## src/hdl/cle_pkg.sv

```systemverilog
`timescale 1ns / 1ps
// ----------------------------------------------------------------------------
// cle_pkg
// Shared constants and types of the cursor line editor: buffer size, key
// codes, sequencer states and the address unit request.
// ----------------------------------------------------------------------------
package cle_pkg;

    localparam int CAPACITY = 64;
    localparam int CAP_W    = $clog2(CAPACITY + 1);
    localparam int ADDR_W   = $clog2(CAPACITY);
    localparam int CHAR_W   = 8;

    localparam logic [CHAR_W-1:0] KEY_LEFT  = 8'h4C;
    localparam logic [CHAR_W-1:0] KEY_RIGHT = 8'h52;
    localparam logic [CHAR_W-1:0] KEY_BACK  = 8'h42;

    typedef enum logic [2:0] {
        ST_IDLE,
        ST_MOVE,
        ST_EOL,
        ST_READ,
        ST_LOAD
    } t_state;

    typedef struct packed {
        logic [CAP_W-1:0] a;
        logic [CAP_W-1:0] b;
        logic             sub;
    } t_addr_req;

endpackage

```

## src/hdl/cursor_line_editor_core.sv

```systemverilog
`timescale 1ns / 1ps
// ----------------------------------------------------------------------------
// cursor_line_editor_core
// Keystroke line editor on a gap buffer held in a single-port RAM; emits the
// finished line one character per transfer at end of line.
//
//  channel  | dir | tdata          | tuser                      | tlast
//  s_axis   | in  | [7:0] key      | -                          | end_of_line
//  m_axis   | out | [7:0] character| [0] has_char [1] overflowed| last
//
//  Insert, backspace and blocked moves complete as the key is accepted; a
//  cursor move reads the RAM, then writes back in ST_MOVE (both through the
//  one RAM port). End of line passes ST_EOL, then ST_READ and ST_LOAD per
//  character (registered RAM read); an empty line returns from ST_EOL to idle.
//  Synchronous active-low reset; the RAM needs no clearing pass.
//  A stalled m_axis holds the readout; the next key waits for the readout.
// ----------------------------------------------------------------------------
module cursor_line_editor_core (
    input  logic       i_clk,
    input  logic       i_rst_n,
    input  logic       s_axis_tvalid,
    output logic       s_axis_tready,
    input  logic [7:0] s_axis_tdata,   // [7:0] key
    input  logic       s_axis_tlast,   // end_of_line
    output logic       m_axis_tvalid,
    input  logic       m_axis_tready,
    output logic [7:0] m_axis_tdata,   // [7:0] character
    output logic [1:0] m_axis_tuser,   // [0] has_char, [1] overflowed
    output logic       m_axis_tlast    // last
);

    localparam int CW = cle_pkg::CAP_W;

    cle_pkg::t_state            r_state, n_state;
    logic [CW-1:0]              r_left, n_left;
    logic [CW-1:0]              r_right, n_right;
    logic                       r_ovf, n_ovf;
    logic                       r_dir, n_dir;
    logic                       r_eol, n_eol;
    logic [CW-1:0]              r_cnt, n_cnt;
    logic [CW-1:0]              r_total, n_total;
    logic [CW-1:0]              r_gap, n_gap;
    logic                       r_out_valid, n_out_valid;
    logic [cle_pkg::CHAR_W-1:0] r_out_char, n_out_char;
    logic                       r_out_has, n_out_has;
    logic                       r_out_ovf, n_out_ovf;
    logic                       r_out_last, n_out_last;

    cle_pkg::t_addr_req         addr_req;
    logic [cle_pkg::ADDR_W-1:0] addr;
    logic                       ram_we, ram_re;
    logic [cle_pkg::CHAR_W-1:0] ram_wdata, ram_rdata;

    logic          in_xfer, out_free, move_go, cnt_last, full;
    logic          key_left, key_right, key_back, key_ins;
    logic [CW-1:0] line_total;

    cle_addr u_addr (
        .i_req  (addr_req),
        .o_addr (addr)
    );

    cle_ram #(
        .WIDTH (cle_pkg::CHAR_W),
        .DEPTH (cle_pkg::CAPACITY)
    ) u_ram (
        .i_clk   (i_clk),
        .i_we    (ram_we),
        .i_re    (ram_re),
        .i_addr  (addr),
        .i_wdata (ram_wdata),
        .o_rdata (ram_rdata)
    );

    assign s_axis_tready = (r_state == cle_pkg::ST_IDLE);
    assign in_xfer       = s_axis_tvalid && s_axis_tready;
    assign out_free      = !r_out_valid || m_axis_tready;

    assign key_left  = (s_axis_tdata == cle_pkg::KEY_LEFT);
    assign key_right = (s_axis_tdata == cle_pkg::KEY_RIGHT);
    assign key_back  = (s_axis_tdata == cle_pkg::KEY_BACK);
    assign key_ins   = !key_left && !key_right && !key_back;

    assign line_total = r_left + r_right;
    assign full       = (line_total == CW'(cle_pkg::CAPACITY));
    assign move_go    = (key_left && (r_left != '0)) || (key_right && (r_right != '0));
    assign cnt_last   = ((r_cnt + CW'(1)) == r_total);

    // next state
    always_comb begin
        n_state = r_state;
        case (r_state)
            cle_pkg::ST_IDLE: begin
                if (in_xfer) begin
                    if (move_go) begin
                        n_state = cle_pkg::ST_MOVE;
                    end else if (s_axis_tlast) begin
                        n_state = cle_pkg::ST_EOL;
                    end
                end
            end
            cle_pkg::ST_MOVE: begin
                n_state = r_eol ? cle_pkg::ST_EOL : cle_pkg::ST_IDLE;
            end
            cle_pkg::ST_EOL: begin
                if (line_total != '0) begin
                    n_state = cle_pkg::ST_READ;
                end else if (out_free) begin
                    n_state = cle_pkg::ST_IDLE;
                end
            end
            cle_pkg::ST_READ: begin
                n_state = cle_pkg::ST_LOAD;
            end
            cle_pkg::ST_LOAD: begin
                if (out_free) begin
                    n_state = cnt_last ? cle_pkg::ST_IDLE : cle_pkg::ST_READ;
                end
            end
            default: begin
                n_state = cle_pkg::ST_IDLE;
            end
        endcase
    end

    // datapath and outputs
    always_comb begin
        n_left      = r_left;
        n_right     = r_right;
        n_ovf       = r_ovf;
        n_dir       = r_dir;
        n_eol       = r_eol;
        n_cnt       = r_cnt;
        n_total     = r_total;
        n_gap       = r_gap;
        n_out_valid = r_out_valid && !m_axis_tready;
        n_out_char  = r_out_char;
        n_out_has   = r_out_has;
        n_out_ovf   = r_out_ovf;
        n_out_last  = r_out_last;
        addr_req    = '{a: r_left, b: '0, sub: 1'b0};
        ram_we      = 1'b0;
        ram_re      = 1'b0;
        ram_wdata   = s_axis_tdata;
        case (r_state)
            cle_pkg::ST_IDLE: begin
                if (in_xfer) begin
                    n_eol = s_axis_tlast;
                    if (key_left) begin
                        n_dir    = 1'b1;
                        addr_req = '{a: r_left, b: CW'(1), sub: 1'b1};
                        ram_re   = (r_left != '0);
                    end else if (key_right) begin
                        n_dir    = 1'b0;
                        addr_req = '{a: CW'(cle_pkg::CAPACITY), b: r_right, sub: 1'b1};
                        ram_re   = (r_right != '0);
                    end else if (key_back) begin
                        if (r_left != '0) begin
                            n_left = r_left - CW'(1);
                        end
                    end else if (key_ins) begin
                        if (full) begin
                            n_ovf = 1'b1;
                        end else begin
                            ram_we = 1'b1;
                            n_left = r_left + CW'(1);
                        end
                    end
                end
            end
            cle_pkg::ST_MOVE: begin
                ram_we    = 1'b1;
                ram_wdata = ram_rdata;
                if (r_dir) begin
                    addr_req = '{a: CW'(cle_pkg::CAPACITY - 1), b: r_right, sub: 1'b1};
                    n_left   = r_left - CW'(1);
                    n_right  = r_right + CW'(1);
                end else begin
                    n_left  = r_left + CW'(1);
                    n_right = r_right - CW'(1);
                end
            end
            cle_pkg::ST_EOL: begin
                n_total = line_total;
                n_gap   = CW'(cle_pkg::CAPACITY) - line_total;
                n_cnt   = '0;
                if ((line_total == '0) && out_free) begin
                    n_out_valid = 1'b1;
                    n_out_char  = '0;
                    n_out_has   = 1'b0;
                    n_out_ovf   = r_ovf;
                    n_out_last  = 1'b1;
                    n_ovf       = 1'b0;
                end
            end
            cle_pkg::ST_READ: begin
                ram_re   = 1'b1;
                addr_req = '{a: r_cnt, b: (r_cnt < r_left) ? '0 : r_gap, sub: 1'b0};
            end
            cle_pkg::ST_LOAD: begin
                if (out_free) begin
                    n_out_valid = 1'b1;
                    n_out_char  = ram_rdata;
                    n_out_has   = 1'b1;
                    n_out_ovf   = r_ovf;
                    n_out_last  = cnt_last;
                    n_cnt       = r_cnt + CW'(1);
                    if (cnt_last) begin
                        n_left  = '0;
                        n_right = '0;
                        n_ovf   = 1'b0;
                    end
                end
            end
            default: begin
                n_ovf = r_ovf;
            end
        endcase
    end

    always_ff @(posedge i_clk) begin
        if (!i_rst_n) begin
            r_state     <= cle_pkg::ST_IDLE;
            r_left      <= '0;
            r_right     <= '0;
            r_ovf       <= 1'b0;
            r_out_valid <= 1'b0;
        end else begin
            r_state     <= n_state;
            r_left      <= n_left;
            r_right     <= n_right;
            r_ovf       <= n_ovf;
            r_out_valid <= n_out_valid;
        end
    end

    always_ff @(posedge i_clk) begin
        r_dir      <= n_dir;
        r_eol      <= n_eol;
        r_cnt      <= n_cnt;
        r_total    <= n_total;
        r_gap      <= n_gap;
        r_out_char <= n_out_char;
        r_out_has  <= n_out_has;
        r_out_ovf  <= n_out_ovf;
        r_out_last <= n_out_last;
    end

    assign m_axis_tvalid = r_out_valid;
    assign m_axis_tdata  = r_out_char;
    assign m_axis_tuser  = {r_out_ovf, r_out_has};
    assign m_axis_tlast  = r_out_last;

    a_fill_bound: assert property (@(posedge i_clk) disable iff (!i_rst_n)
        ({1'b0, r_left} + {1'b0, r_right}) <= (CW + 1)'(cle_pkg::CAPACITY))
        else $error("line length exceeds buffer capacity");

    a_clear_after_line: assert property (@(posedge i_clk) disable iff (!i_rst_n)
        (r_state == cle_pkg::ST_LOAD) && out_free && cnt_last
        |=> (r_left == '0) && (r_right == '0) && !r_ovf)
        else $error("line not cleared after its last character");

    a_empty_is_last: assert property (@(posedge i_clk) disable iff (!i_rst_n)
        m_axis_tvalid && !m_axis_tuser[0] |-> m_axis_tlast)
        else $error("empty-line result not marked last");

    a_full_sets_ovf: assert property (@(posedge i_clk) disable iff (!i_rst_n)
        in_xfer && key_ins && full |=> r_ovf)
        else $error("dropped insert did not set overflow");

endmodule

```

## src/hdl/cle_ram.sv

```systemverilog
`timescale 1ns / 1ps
// ----------------------------------------------------------------------------
// cle_ram
// Generic single-port RAM, one write or one read per cycle, registered read.
// ----------------------------------------------------------------------------
module cle_ram #(
    parameter int WIDTH = 8,
    parameter int DEPTH = 64
) (
    input  logic                     i_clk,
    input  logic                     i_we,
    input  logic                     i_re,
    input  logic [$clog2(DEPTH)-1:0] i_addr,
    input  logic [WIDTH-1:0]         i_wdata,
    output logic [WIDTH-1:0]         o_rdata
);

    logic [WIDTH-1:0] r_mem [DEPTH];
    logic [WIDTH-1:0] r_rdata;

    always_ff @(posedge i_clk) begin
        if (i_we) begin
            r_mem[i_addr] <= i_wdata;
        end
        if (i_re) begin
            r_rdata <= r_mem[i_addr];
        end
    end

    assign o_rdata = r_rdata;

endmodule

```

## src/hdl/cle_addr.sv

```systemverilog
`timescale 1ns / 1ps
// ----------------------------------------------------------------------------
// cle_addr
// Shared address unit: one add/subtract that forms every buffer address
// (cursor side, gap side and readout walk).
// ----------------------------------------------------------------------------
module cle_addr (
    input  cle_pkg::t_addr_req           i_req,
    output logic [cle_pkg::ADDR_W-1:0]   o_addr
);

    logic [cle_pkg::CAP_W-1:0] sum;

    always_comb begin
        if (i_req.sub) begin
            sum = i_req.a - i_req.b;
        end else begin
            sum = i_req.a + i_req.b;
        end
    end

    assign o_addr = sum[cle_pkg::ADDR_W-1:0];

endmodule

```

## config.mk

```make
export PLATFORM = sky130hd
export DESIGN_NAME = cursor_line_editor_core
export DESIGN_NICKNAME = d
export VERILOG_FILES = /design/src/hdl/cle_pkg.sv /design/src/hdl/cursor_line_editor_core.sv /design/src/hdl/cle_ram.sv /design/src/hdl/cle_addr.sv
export SDC_FILE = /design/constraint.sdc
export NUM_CORES = 1
export LEC_CHECK = 0
export BUFFER_PORTS_ARGS = -buffer_cell sky130_fd_sc_hd__buf_2
export CORE_MARGIN = 3
export CORE_UTILIZATION = 31
export DETAILED_ROUTE_END_ITERATION = 8
export SYNTH_ARGS = -nofsm -noshare
export SYNTH_HDL_FRONTEND = slang
export SYNTH_HIERARCHICAL = 1
export SYNTH_SLANG_ARGS = --single-unit
```

## constraint.sdc

```tcl
create_clock -name i_clk -period 10.5 [get_ports i_clk]
set_clock_uncertainty 0.1 [all_clocks]
set_input_delay 1.575 -clock i_clk [delete_from_list [all_inputs] [get_ports i_clk]]
set_output_delay 1.575 -clock i_clk [all_outputs]
set_load 0.05 [all_outputs]
```

# Yosys cells after proc, flatten, opt, wreduce, memory -nomap -nowiden
# Memory sizes are Yosys's and may differ from the RTL's. A register that Yosys moved wholly into a read port is not among the register bits.
# Cells that the tools add are included.
word_totals:
  regBits: 53
  latchBits: 0
  ramBits: 512
  romBits: 0
  inputBits: 13
  output_inout_bits: 13
  wordCells: 150
  n_memories: 1
memory_table:
  columns: ["memory", "words", "word_bits", "rd", "rd_clocked_by_memory_dff", "write_ports", "line", "source"]
  rows:
  - ["u_ram.r_mem", 64, 8, 1, 1, 1, "cle_ram.sv:18", "logic [WIDTH-1:0] r_mem [DEPTH];"]
op_classes:
  n_addsub: 9
  multipliers: 0
  n_div: 0
  magnitude_cmp: 1
  eq_ne: 23
  n_shift: 0
  muxes: 70
  bitwise: 0
  n_reduce_logical: 32
ops:
  columns: ["op", "n"]
  rows:
  - ["$mux 7", 13]
  - ["$mux 14", 4]
  - ["$pmux 14 s3", 1]
  - ["$mux 1", 28]
  - ["$pmux 7 s2", 2]
  - ["$eq 8x7->1 const B", 3]
  - ["$mux 8", 3]
  - ["$add 7x1->7 const B", 3]
  - ["$pmux 7 s3", 1]
  - ["$reduce_bool 7->1", 3]
  - ["$mux 3", 6]
  - ["$pmux 8 s2", 1]
  - ["$pmux 3 s5", 1]
  - ["$sub 7x1->7 const B", 2]
  - ["$ne 2x2->1 const B", 6]
  - ["$pmux 1 s2", 6]
  - ["$reduce_and 10->1", 1]
  - ["$reduce_and 3->1", 3]
  - ["$reduce_and 9->1", 1]
  - ["$add 7x7->7", 1]
  - ["$eq 7x7->1", 1]
  - ["$eq 7x7->1 const B", 1]
  - ["$logic_and 1x1->1", 7]
  - ["$logic_not 7->1", 1]
  - ["other kinds (21)", 36]

# Depth between registers and ports, before layout
# Gate-level depths: netlist of the first run.
logic_depth:
  depth_word: 12
  mapped_depth: 25
  ltp_nobuf: 24

# Cells and area by module
# The synthesis of the first run kept the hierarchy.
by_module_without_submodules:
  columns: ["mod", "n_inst", "cells_per_inst", "area_each_um2", "seq_area_each_um2"]
  rows:
  - ["cle_ram", 1, 1149, 20165.6, 15615.0]
  - ["cursor_line_editor_core", 1, 423, 3762.4, 1371.3]
  - ["cle_addr", 1, 38, 296.5, 0.0]

# Worst setup path before layout of the first run
# OpenSTA, ideal clock, no wires.
synth_path:
  path_type: "input to register"
  start: "input port s_axis_tdata[0]"
  end: "memory u_ram.r_mem[20][0] (enable)"
  setup_time_ns: 0.371
  arrival_ns: 5.986
  required_time_ns: 10.029
  setup_slack_ns: 4.044
  stages: 19
  path_buffers: 4
  path_cell_list: "or4b_1 clkbuf_1 a21o_1 o21ai_0 o21ai_0 o21ai_0 inv_1 ha_1 mux2i_1 fa_1 a21o_1 a21oi_1 xnor2_1 clkbuf_1 nand2b_1 or2_2 clkbuf_1 clkbuf_1 nor2_1"
synth_rtl:
  columns: ["element", "line", "source"]
  rows:
  - ["start: declaration", "cursor_line_editor_core.sv:23", "input logic [7:0] s_axis_tdata,"]
  - ["end: declaration", "cle_ram.sv:18", null]

==> results of run 1 <==
[report_power, final]
group          internal [uW]  switching [uW]  leakage [uW]
logic                    508            1200       0.00243
clock network           1270             900      0.000980
registers               2660            45.0       0.00513
total                   4440            2140       0.00854
[final cells by class]
type                    instances  area [um2]
clock buffers                  60        1440
fillers                      7247       49300
repair buffers                 51         333
inverters                      37         139
multi-input cells             894        6570
clock inverters                47         574
flip-flops and latches        571       17000
well taps                    1030        1290
[state kept, by name, indices dropped and copies added, names as in the netlist, 3 cells and up]
| register | count |
|---|---|
| u_ram/r_mem | 512 |
| m_axis_tdata | 8 |
| u_ram/o_rdata | 8 |
| r_cnt | 7 |
| r_left | 7 |
| r_right | 7 |
| r_total | 7 |
| r_gap | 5 |
| r_state | 3 |
[worst paths after layout]
check	startpoint	slack [ns]	endpoint
worst max-delay path	s_axis_tdata[0]	2.57	u_ram/o_rdata[0]
worst min-delay path	r_ovf	0.39	r_out_ovf
worst max register to register	r_left[1]	3.08	u_ram/o_rdata[0]
worst min register to register	r_ovf	0.39	r_out_ovf
[critical path: stages]
cell and delay [ns]:
buf_2 0.10, or4b_1 0.66, a21o_1 0.27, o21ai_0 0.67
o21ai_0 0.21, o21ai_0 0.23, inv_1 0.10, ha_1 0.31
mux2i_1 0.25, ha_1 0.28, nor2b_1 0.14, o31a_1 0.26
a21oi_1 0.97, nor2b_1 0.33, nand2b_1 0.64, o22ai_1 0.69
a21oi_1 0.07, a21oi_1 0.34, or3_1 0.17
[through the flow]
step	setup slack, ns	instances	total power (uW)	hold WS (ns)
after floorplan	4.04	1603	3830	0.324
after global placement	2.18	2583	4400	0.408
after detailed placement	2.13	2583	4410	0.411
after CTS	2.78	2690	6580	0.395
after global routing	2.32	2690	6810	0.388
final	2.57	2690	6580	0.387
[metal layers]
layer	vias to the layer above	part of all wire (%)	track usage [%]
met4	4	3.3	5.30
li1	6435	-	-
met3	139	8.7	3.01
met1	7663	43	22.9
met5	-	0.033	0
met2	794	45	24.6
==> out/qor.txt, run 1 <==
residual DRC count: 0
WL/cell: 24.8 um
Crit. End Element: flip-flop
Hold Path Cell Cnt: 0
chip height: 285 um
I/O Pins: 26
grt total ovfl: 0
Post-Syn Area per Cell: 15.1 um2
core footprint: 0.0766 mm2
status: finished clean
vias per inst: 5.59
commonest non-fill, non-tap cell in the layout: edfxtp_1
clock slew at reported path FFs: 0.06 ns
mapped cell area: 0.0242 mm2
vias: 15000
vias in the first global route: 14700
DR iter-0 viols: 1953
I/O Buffers: 25
crit start category: input port
Root Buffer: clkbuf_16
H-tree level count: 2
P&R area growth vs syn: 13.0%
Ys Warns: 6
post-cts sizing count: 0
initial antenna violation count: 2
first-pass GRT wire length: 99300 um
Max VDD drop: 0.132 mV
Worst-Margin Slew: 1.26 ns
GRT Total Usage: 16.0%
Worst Path Class, Setup: input port to flip-flop
layout cells sized above 1: 13.4%
arrival time at the worst endpoint: 8.30 ns
DP Area: 0.0253 mm2
final WL: 66700 um
CTS max path bufs: 3
worst-path fanout max: 20
antenna cells: 0
Power Density: 241 mW/mm2
DRT Pass-1 Iters: 8
final core occ: 35.6%
row cnt: 101
final critical-path required period: 7.93 ns
Syn Nets: 1652
CTS sink count: 571
Post-Syn Instances: 1603
Final Instance Area: 0.0273 mm2
Setup TNS: 0 ns
largest net degree at the start of global routing: 119
Final Hold Viols: 0
Die W: 285 um
Starting Density: 31.5%
Post-CTS Hold Fix Bufs: 0
WP data required: 10.87 ns
gpl congestion: 0.919
Num CTS Buffers: 57
hold crit path type: flip-flop to flip-flop
clock latency on the worst-skew pair: 0.64 ns
die area: 0.0813 mm2
most frequent cells in the layout: edfxtp_1 (552), nor2_1 (135), a221oi_1 (94), a22oi_1 (82), nand2_1 (64)
Final Cycle Share: 75.6%
endpoints failing setup: 0
Reg2Reg Depth: 22
leakage power: 0.00854 uW
nets: 1661
highest clock rate: 126 MHz
RSZ-0062 raised after global routing: false
post-route ant nets: 0
postcts setup bufs: 0
Worst slew margin: 14.9%
max-cap violations: 0
detailed placer's ending HPWL: 41500 um
TritonCTS clock tree: yes
Final Max Tran Viols: 0
No activity file was read; power rests on OpenSTA's default activity.
==> inputs of run 2 (changes only) <==
==> constraint.sdc (replaced) <==
create_clock -name i_clk -period 8 [get_ports i_clk]
set_clock_uncertainty 0.1 [all_clocks]
set_input_delay 1.2 -clock i_clk [delete_from_list [all_inputs] [get_ports i_clk]]
set_output_delay 1.2 -clock i_clk [all_outputs]
set_load 0.05 [all_outputs]
==> run 2 against run 1 <==
Count of clock-buffer cells in the layout increased by 5. Flip-flop and latch count unchanged. Global-route usage increased by 0.35 points. Final cell count increased by 3.0%. Critical path depth increased by 3. Power increased by 29%. Highest routed layer is now met4. Hold slack improved by 0.036 ns. Register-to-register slack got worse by 2.1 ns. Die area unchanged.
==> out/qor.txt, run 2 (synthesis results as in run 1) <==
most frequent cells in the layout: edfxtp_1 (552), nor2_1 (135), buf_4 (111), a221oi_1 (94), a22oi_1 (82)
detailed placer's ending HPWL: 43400 um
die area: 0.0813 mm2
leakage power: 0.00891 uW
antenna cells: 0
vias: 15400
CTS max path bufs: 3
first-pass GRT wire length: 101000 um
Post-CTS Hold Fix Bufs: 0
vias in the first global route: 15000
highest clock rate: 142 MHz
residual DRC count: 0
DRT Pass-1 Iters: 6
clock latency on the worst-skew pair: 0.62 ns
chip height: 285 um
met3 WL: 6260 um
Hold WS: 0.423 ns
Largest Register: u_ram/r_mem
hold crit path type: flip-flop to flip-flop
clock slew at reported path FFs: 0.06 ns
min-delay src: r_ovf
post-route ant nets: 0
final critical-path required period: 7.03 ns
row cnt: 101
Largest register FFs: 512
CTS sink count: 571
status: finished clean
CP max-delay cell: xnor2_1
DP Area: 0.0260 mm2
post-cts sizing count: 0
WL/cell: 24.5 um
Num CTS Buffers: 57
vias per inst: 5.54
Crit. End Element: flip-flop
Met1 Wirelength: 28500 um
nets: 1749
layout cells sized above 1: 17.5%
Worst slew margin: 11.3%
slowest stage delay, CP: 1.01 ns
RSZ-0062 raised after global routing: false
Worst-Margin Slew: 1.32 ns
Fillers: 7201
WL met2: 30900 um
worst-path fanout max: 30
fin cells: 2771
Power Density: 305 mW/mm2
initial antenna violation count: 1
GRT Total Usage: 16.4%
I/O Buffers: 25
max-cap violations: 0
P&R area growth vs syn: 14.9%
Final Hold Viols: 0
core footprint: 0.0766 mm2
postcts setup bufs: 0
largest net degree at the start of global routing: 72
Final Cycle Share: 87.8%
gpl congestion: 0.910
WP data required: 8.39 ns
DR iter-0 viols: 2061
grt total ovfl: 0
Final Instance Area: 0.0278 mm2
final core occ: 36.3%
TritonCTS clock tree: yes
Die W: 285 um
Worst Path Class, Setup: flip-flop to flip-flop
crit start category: flip-flop
Crit path max-delay family: compound AO/OA/AOI/OAI gates
I/O Pins: 26
endpoints failing setup: 0
critical path cell sequence: inv_1 > ha_1 > a21o_1 > a21o_1 > a21o_1 > a21o_1 > a21oi_1 > a2bb2oi_1 > o21ai_0 > inv_1 > ha_1 > mux2i_1 > fa_4 > a21o_1 > a21oi_1 > xnor2_1 > nand2b_1 > or2_2 > o22ai_1 > a21oi_1 > a21oi_1 > or3_1
H-tree level count: 2
top sig layer: met4
CP bufs+invs: 2
r2r startpoint: r_left[1]
Root Buffer: clkbuf_16
Starting Density: 31.5%
dpl cells: 2671
multi-input logic area: 0.00657 mm2
final WL: 67900 um
CP startpoint: r_left[1]
arrival time at the worst endpoint: 7.42 ns
Final Max Tran Viols: 0
Setup TNS: 0 ns
Worst path most repeated cell: a21o_1
register area: 0.0170 mm2
Max VDD drop: 0.208 mV
commonest non-fill, non-tap cell in the layout: edfxtp_1
## run 2: changes by cell type in the layout (fill, tap and decap cells not counted), sizes merged
cell	previous run	this run
clkinv	32	28
buf	51	139
clkinvlp	3	2
clkbuf	60	65
bufinv	11	5
inv	38	37
## run 2: power by group
group | internal (uW) | leakage, uW | switching, uW
combinational | 739 | 0.00289 | 1600
sequential | 3490 | 0.00513 | 58.8
clock | 1470 | 0.000883 | 1130
total | 5690 | 0.00891 | 2790
## run 2: area by class of cell
| cell class | count | share of cell area (%) |
|---|---|---|
| sequential | 571 | 61.1 |
| clock inverter | 35 | 1.23 |
| inverter | 37 | 0.500 |
| timing repair buffer | 139 | 3.67 |
| clock buffer | 65 | 5.25 |
| multi-input combinational | 894 | 23.6 |
| tap | 1030 | 4.64 |
## run 2: through the flow
step                      power, uW  setup slack [ns]
after floorplan                5030              1.88
after global placement         5870             0.827
after detailed placement       5890             0.827
after CTS                      8490              1.07
after global routing           8790             0.535
final                          8480             0.973
## run 2: path summary, 6_finish.rpt
path | end | slack (ns) | cells after the start
setup reg to reg | u_ram/o_rdata[0] | 0.97 | 22
hold / removal | r_out_ovf | 0.42 | 0
hold reg to reg | r_out_ovf | 0.42 | 0
setup / recovery | u_ram/o_rdata[0] | 0.97 | 22
## run 2: metal layers
layer  track usage, %  vias to the layer above
li1                 -                     6604
met5                0                        -
met4             5.67                        0
met1             22.9                     7741
met2             25.5                      871
met3             3.24                      137
